`config.mk`:
```
export PLATFORM = sky130hd
export DESIGN_NAME = utf8_byte_stream_decoder
export DESIGN_NICKNAME = d
export VERILOG_FILES = /design/src/hw/rtl/utf8dec_pkg.sv /design/src/hw/rtl/utf8_byte_stream_decoder.sv
export SDC_FILE = /design/constraint.sdc
export NUM_CORES = 1
export LEC_CHECK = 0
export BUFFER_PORTS_ARGS = -buffer_cell sky130_fd_sc_hd__buf_2
export CAP_MARGIN = 0
export CORE_UTILIZATION = 42
export CTS_BUF_LIST = sky130_fd_sc_hd__clkbuf_4 sky130_fd_sc_hd__clkbuf_8 sky130_fd_sc_hd__clkbuf_16
export DETAILED_ROUTE_END_ITERATION = 6
export SYNTH_ARGS = -nofsm -noshare
export SYNTH_HDL_FRONTEND = slang
export SYNTH_SLANG_ARGS = --single-unit
```
`constraint.sdc`:
```
create_clock -name clk -period 3.9 [get_ports clk]
set_input_delay 0.585 -clock clk [delete_from_list [all_inputs] [get_ports clk]]
set_output_delay 0.585 -clock clk [all_outputs]
set_load 0.005 [all_outputs]
```
`src/hw/rtl/utf8dec_pkg.sv`:
```
// Package for the UTF-8 byte stream decoder.
// Holds the result status codes, the result word type and the field widths.
// No dependencies.
package utf8dec_pkg;

  localparam int CpW    = 21;
  localparam int StW    = 2;
  localparam int QDepth = 4;
  localparam int QPtrW  = 2;
  localparam int QCntW  = 3;

  // Result status codes
  localparam logic [StW-1:0] ST_CHAR    = 2'd0;
  localparam logic [StW-1:0] ST_PROBLEM = 2'd1;
  localparam logic [StW-1:0] ST_END     = 2'd2;

  // One result word
  typedef struct packed {
    logic [CpW-1:0] code_point;
    logic [StW-1:0] status;
    logic           run_last;
  } res_t;

endpackage

```
`src/hw/rtl/utf8_byte_stream_decoder.sv`:
```
// An accepted input word is held in the input register, then decoded into the result queue.
// Throughput: one byte per cycle while the queue has room for two; a byte that ends a
//   buffer on a whole character yields two results, absorbed by a 4-entry result queue.
// Decode takes a byte from the input register only while the queue has room for two.
// Reset (rst_n low, synchronous) empties the input register and queue and clears the
//   sequence state: no partial value, no bytes expected, not discarding.
// Top level of the UTF-8 byte stream decoder: input register, decode, result queue.
// Depends on utf8dec_pkg.
module utf8_byte_stream_decoder (
  input  logic        clk,
  input  logic        rst_n,
  input  logic        in_tvalid,
  output logic        in_tready,
  input  logic [7:0]  in_tdata,   // [7:0] data_byte
  input  logic        in_tlast,   // buffer_end
  output logic        out_tvalid,
  input  logic        out_tready,
  output logic [23:0] out_tdata,  // [20:0] code_point, [23:21] zero
  output logic [1:0]  out_tuser,  // [1:0] status
  output logic        out_tlast   // run_last
);

  // Input register
  logic       in_vld_r;
  logic [7:0] in_byte_r;
  logic       in_fin_r;

  // Sequence state
  logic [utf8dec_pkg::CpW-1:0] partial_r, partial_nxt;
  logic [1:0]                  rem_r, rem_nxt;
  logic                        disc_r, disc_nxt;

  // Result queue
  utf8dec_pkg::res_t                q_mem_r [utf8dec_pkg::QDepth];
  logic [utf8dec_pkg::QPtrW-1:0]    wr_ptr_r, rd_ptr_r;
  logic [utf8dec_pkg::QCntW-1:0]    cnt_r;

  logic              dec_fire;
  logic              pop;
  logic [1:0]        n_push;
  utf8dec_pkg::res_t res0, res1;
  logic [utf8dec_pkg::CpW-1:0] pv;
  logic              have_char;
  logic              bad_lead;
  logic [utf8dec_pkg::CpW-1:0] cp;

  // Decode when a byte is held and the queue can take two results
  assign dec_fire  = in_vld_r && (cnt_r <= utf8dec_pkg::QCntW'(utf8dec_pkg::QDepth - 2));
  assign in_tready = !in_vld_r || dec_fire;
  assign pop       = out_tvalid && out_tready;

  // Hold the incoming word
  always_ff @(posedge clk) begin
    if (!rst_n) begin
      in_vld_r <= 1'b0;
    end else if (in_tready) begin
      in_vld_r <= in_tvalid;
    end
    if (in_tvalid && in_tready) begin
      in_byte_r <= in_tdata;
      in_fin_r  <= in_tlast;
    end
  end

  // Decode one byte against the sequence state
  always_comb begin
    partial_nxt = partial_r;
    rem_nxt     = rem_r;
    disc_nxt    = disc_r;
    n_push      = 2'd0;
    res0        = '0;
    res1        = '0;
    have_char   = 1'b0;
    bad_lead    = 1'b0;
    cp          = '0;
    pv          = {partial_r[utf8dec_pkg::CpW-7:0], in_byte_r[5:0]};
    if (disc_r) begin
      // drop bytes until the buffer ends
      if (in_fin_r) begin
        disc_nxt = 1'b0;
      end
    end else begin
      if (rem_r != 2'd0) begin
        rem_nxt = rem_r - 2'd1;
        if (rem_r == 2'd1) begin
          have_char   = 1'b1;
          cp          = pv;
          partial_nxt = '0;
        end else begin
          partial_nxt = pv;
        end
      end else if (!in_byte_r[7]) begin
        have_char = 1'b1;
        cp        = {13'd0, in_byte_r};
      end else if (in_byte_r[7:5] == 3'b110) begin
        partial_nxt = {16'd0, in_byte_r[4:0]};
        rem_nxt     = 2'd1;
      end else if (in_byte_r[7:4] == 4'b1110) begin
        partial_nxt = {17'd0, in_byte_r[3:0]};
        rem_nxt     = 2'd2;
      end else if (in_byte_r[7:3] == 5'b11110) begin
        partial_nxt = {18'd0, in_byte_r[2:0]};
        rem_nxt     = 2'd3;
      end else begin
        // invalid lead: report and discard the rest of the buffer
        bad_lead    = 1'b1;
        partial_nxt = '0;
        rem_nxt     = 2'd0;
        disc_nxt    = !in_fin_r;
        res0        = '{code_point: '0, status: utf8dec_pkg::ST_PROBLEM, run_last: 1'b1};
        n_push      = 2'd1;
      end
      if (!bad_lead) begin
        if (have_char) begin
          res0   = '{code_point: cp, status: utf8dec_pkg::ST_CHAR, run_last: !in_fin_r};
          n_push = 2'd1;
          if (in_fin_r) begin
            res1   = '{code_point: '0, status: utf8dec_pkg::ST_END, run_last: 1'b1};
            n_push = 2'd2;
          end
        end else if (in_fin_r) begin
          // buffer ended inside a sequence
          partial_nxt = '0;
          rem_nxt     = 2'd0;
          res0   = '{code_point: '0, status: utf8dec_pkg::ST_PROBLEM, run_last: 1'b1};
          n_push = 2'd1;
        end
      end
    end
  end

  // Advance the sequence state
  always_ff @(posedge clk) begin
    if (!rst_n) begin
      partial_r <= '0;
      rem_r     <= 2'd0;
      disc_r    <= 1'b0;
    end else if (dec_fire) begin
      partial_r <= partial_nxt;
      rem_r     <= rem_nxt;
      disc_r    <= disc_nxt;
    end
  end

  // Write results into the queue
  always_ff @(posedge clk) begin
    if (dec_fire && (n_push != 2'd0)) begin
      q_mem_r[wr_ptr_r] <= res0;
    end
    if (dec_fire && (n_push == 2'd2)) begin
      q_mem_r[wr_ptr_r + utf8dec_pkg::QPtrW'(1)] <= res1;
    end
  end

  // Track queue pointers and fill
  always_ff @(posedge clk) begin
    if (!rst_n) begin
      wr_ptr_r <= '0;
      rd_ptr_r <= '0;
      cnt_r    <= '0;
    end else begin
      if (dec_fire) begin
        wr_ptr_r <= wr_ptr_r + utf8dec_pkg::QPtrW'(n_push);
      end
      if (pop) begin
        rd_ptr_r <= rd_ptr_r + utf8dec_pkg::QPtrW'(1);
      end
      cnt_r <= cnt_r + (dec_fire ? utf8dec_pkg::QCntW'(n_push) : '0)
                     - utf8dec_pkg::QCntW'(pop);
    end
  end

  // Present the queue head
  assign out_tvalid = (cnt_r != '0);
  assign out_tdata  = {3'd0, q_mem_r[rd_ptr_r].code_point};
  assign out_tuser  = q_mem_r[rd_ptr_r].status;
  assign out_tlast  = q_mem_r[rd_ptr_r].run_last;

  // Checks
  a_cnt_bound: assert property (@(posedge clk) disable iff (!rst_n)
    cnt_r <= utf8dec_pkg::QCntW'(utf8dec_pkg::QDepth))
    else $error("result queue overfilled");

  a_disc_clean: assert property (@(posedge clk) disable iff (!rst_n)
    disc_r |-> (rem_r == 2'd0) && (partial_r == '0))
    else $error("sequence state left open while discarding");

  a_noncar_zero: assert property (@(posedge clk) disable iff (!rst_n)
    out_tvalid && (out_tuser != utf8dec_pkg::ST_CHAR) |-> (out_tdata == '0) && out_tlast)
    else $error("problem or end result carries a code point or is not last");

  a_two_push: assert property (@(posedge clk) disable iff (!rst_n)
    dec_fire && (n_push == 2'd2) |=> cnt_r != '0)
    else $error("two results pushed but queue empty");

endmodule
```
==> results.py <==
metrics = {
    "cells_and_area": {
        "antennaDiodeCount": 0,
        "multi_input_area_mm2": 0.002904,
        "syn_to_final_growth_pct": 16.33,
        "fillCellCount": 1265,
        "nNetsFinal": 594,
        "finalInstanceArea_mm2": 0.006933,
        "stdcell_count": 768,
        "post-route-util": 0.4995,
        "drive_gt1_frac": 0.2160,
        "ff_latch_area_mm2": 0.002834,
    },
    "floorplan": {
        "die_w_um": 121.1,
        "start_util": 0.4293,
        "die_h_um": 121.1,
        "core_area_mm2": 0.01388,
        "placementRows": 43,
        "fp.dieArea_mm2": 0.01467,
        "pin_count": 42,
    },
    "power_and_ir_drop": {
        "vdd_drop_max_uv": 332.4,
        "swShare": 0.2581,
        "power_density_mw_per_mm2": 584.9,
        "pwr-share-seq": 0.415,
        "pwr-share-clk": 0.427,
        "p_leak_nw": 2.628,
        "p_int_mw": 3.008,
        "comb_power_share": 0.158,
        "switchingPower_mw": 1.047,
    },
    "timing": {
        "final-hold-violation-count": 0,
        "max_clock_freq_ghz": 0.3226,
        "hold_ws_ns": 0.3436,
        "layout_min_cycle_time_ns": 3.100,
        "drv_slew": 0,
        "min_period_over_period": 0.7948,
        "rsz0062_at_grt": "false",
        "fin_skew_ns": 0.009062,
        "setup_viol": 0,
        "worstMarginPinSlew_ns": 0.9622,
        "fin_setup_tns_ns": 0,
        "max_slew_margin": 0.3586,
    },
    "clock_tree": {
        "cts_setup_buffers": 0,
        "numCtsBuffers": 17,
        "clkSlewWorstSetupHoldPaths_ns": 0.06,
        "insertion_delay_ns": 0.42,
        "cts_tree": "yes",
        "cts_hold_buffers": 0,
        "cts-root-buf": "clkbuf_16",
        "clockBufferDepth": 2,
        "htreeDepth": 4,
        "clock-sinks": 133,
        "cts_resized": 0,
    },
    "worst_setup_path": {
        "crit_top_cell": "ha_1",
        "crit_arrival_ns": 3.41,
        "path_cells": "nor2b_1 > nor2_1 > ha_1 > nor2_1 > or2_2 > ha_1 > inv_1 > ha_1 > inv_1 > fa_1 > xor2_1 > xnor2_1 > and2_1",
        "crit_type": "register to register",
        "crit_path_max_incr_delay_ns": 0.44,
        "end_kind": "register",
        "cp_max_fo": 8,
        "crit_required_ns": 4.21,
        "startpoint_type": "register",
        "slowest_stage": "nor2b_1",
    },
    "route": {
        "vias": 4069,
        "via_per_inst": 5.298,
        "drc_errors": 0,
        "drtAntennaViolNets": 0,
        "wire_per_inst_um": 17.27,
        "dr.pass1.iters": 7,
        "drt_iter0_drc": 303,
        "routed_wl_um": 13260,
    },
    "yosys": {
        "synth.top_cell.area_share": 0.3897,
        "synth_seq_cells": 133,
        "ys.flop_type": "dfxtp_1",
        "post_synth.cell_area_avg_um2": 10.95,
        "synth_top_cell_by_area": "dfxtp_1",
        "synth_edf_count": 17,
        "synthCells": 544,
        "synth_common_cells": "dfxtp_1 (116), nor2_1 (97), mux2i_1 (89)",
        "ys_seq_area_frac": 0.4753,
        "ys_warn_count": 0,
        "synth_async_sr_flop_share": 0,
        "synthTopCellsByArea": "dfxtp_1 (39%), mux2i_1 (15%), mux4_2 (9.1%), edfxtp_1 (8.6%), nor2_1 (6.1%)",
        "synth_area_mm2": 0.005959,
        "synth.distinct_cells": 49,
        "yosysMostFrequentCell": "dfxtp_1",
    },
    "placement": {
        "routabilityCongestion": 0.8180,
        "placed_area_mm2": 0.006274,
        "dp_hpwl_um": 8841,
        "dp_cells": 736,
        "port_buffers": 38,
    },
    "grt": {
        "grt_pass1_vias": 4040,
        "grt-ovfl-total": 0,
        "grt_pass1_wl_um": 21700,
        "grt_start_max_net_pins": 31,
        "grt_usage": 0.1976,
        "antenna_found_initial": 0,
    },
    "flow_run": {
        "cap_viol_max_count": 0,
    },
    "min_path": {
        "hold_path.class": "primary input to register",
    },
    "run_status": {
        "status": "finished, final reports clean",
    },
}
==> power by group through the flow <==
stage          Sequential (mW)  Combinational [mW]  Clock, mW
6_report                  1.68               0.639       1.73
5_1_grt                   1.71               0.711       1.83
4_1_cts                   1.69               0.651       1.76
3_5_place_dp              1.71               0.651          0
3_3_place_gp              1.71               0.637          0
2_1_floorplan             1.60               0.549          0
==> cells in the final DEF (no fill, tap or decap), drive strengths merged, types with 3 or more instances in the layout <==
master / count
clkinv: 3
nor2b: 14
ha: 5
clkbuf: 23
and2: 28
dfxtp: 116
a31oi: 4
a22oi: 13
o22ai: 3
mux2i: 89
nor3b: 4
nand2: 16
nor2: 100
edfxtp: 17
bufinv: 3
a21boi: 5
mux4: 24
nand3: 8
buf: 50
o21ai: 10
a21oi: 3
or2: 3
or3: 3
nor3: 7
conb: 3
inv: 10
nand2b: 5
==> final timing paths <==
| path | start | slack [ns] | depth (start not counted) | end |
|---|---|---|---|---|
| worst max-delay path | in_byte_r[7] | 0.80 | 13 | cnt_r[2] |
| worst min-delay path | in_tlast | 0.34 | 1 | in_fin_r |
| worst max register to register | in_byte_r[7] | 0.80 | 13 | cnt_r[2] |
| worst min register to register | q_mem_r[2][15] | 0.49 | 2 | q_mem_r[2][15] |
==> cell families after synthesis <==
| kind of cell | share of synthesized area |
|---|---|
| multiplexers | 0.2402 |
| adder cells (fa/ha/maj) | 0.01386 |
| AND/OR/NAND/NOR | 0.1650 |
| AO/OA/AOI/OAI | 0.05732 |
| flip-flops | 0.4753 |
| XOR/XNOR | 0.005880 |
| other | 0.0006293 |
| buffers and inverters | 0.04178 |
==> critical path: cells and delay by family (launching register included) <==
kind | cells | cell delay, ns
flip-flops | 1 | 0.41
buffers and inverters | 2 | 0.11
AND/OR/NAND/NOR | 5 | 1.04
XOR/XNOR | 2 | 0.28
adder cells (fa/ha/maj) | 4 | 1.17
==> stage by stage <==
step	total power [mW]	setup WS [ns]
after CTS	4.102	0.7862
after global routing	4.253	0.5222
after detailed placement	2.365	0.7732
after floorplan	2.150	0.9657
final	4.055	0.8003
after global placement	2.346	0.8583
==> final cells by class <==
class | instances | area share
timing repair buffer | 50 | 0.04043
sequential | 133 | 0.4088
clock inverter | 9 | 0.01949
multi-input combinational | 365 | 0.4189
clock buffer | 23 | 0.07562
inverter | 8 | 0.004331
tap | 180 | 0.03249
==> layer usage <==
layer / share of wire / vias to the layer above / global-route usage
li1: - / 1963 / -
met5: 0 / - / 0
met1: 0.47 / 1998 / 0.2548
met3: 0.041 / 21 / 0.04840
met4: 0.018 / 0 / 0.07407
met2: 0.47 / 87 / 0.3193
==> flip-flops by register name, indices dropped and copies added, names as in the netlist, named ones only <==
name / flops
in_byte_r: 8
disc_r: 1
cnt_r: 3
rem_r: 2
in_vld_r: 1
rd_ptr_r: 2
partial_r: 15
q_mem_r: 96
wr_ptr_r: 2
in_fin_r: 1
Note: power is estimated with default switching activity, not from simulation.
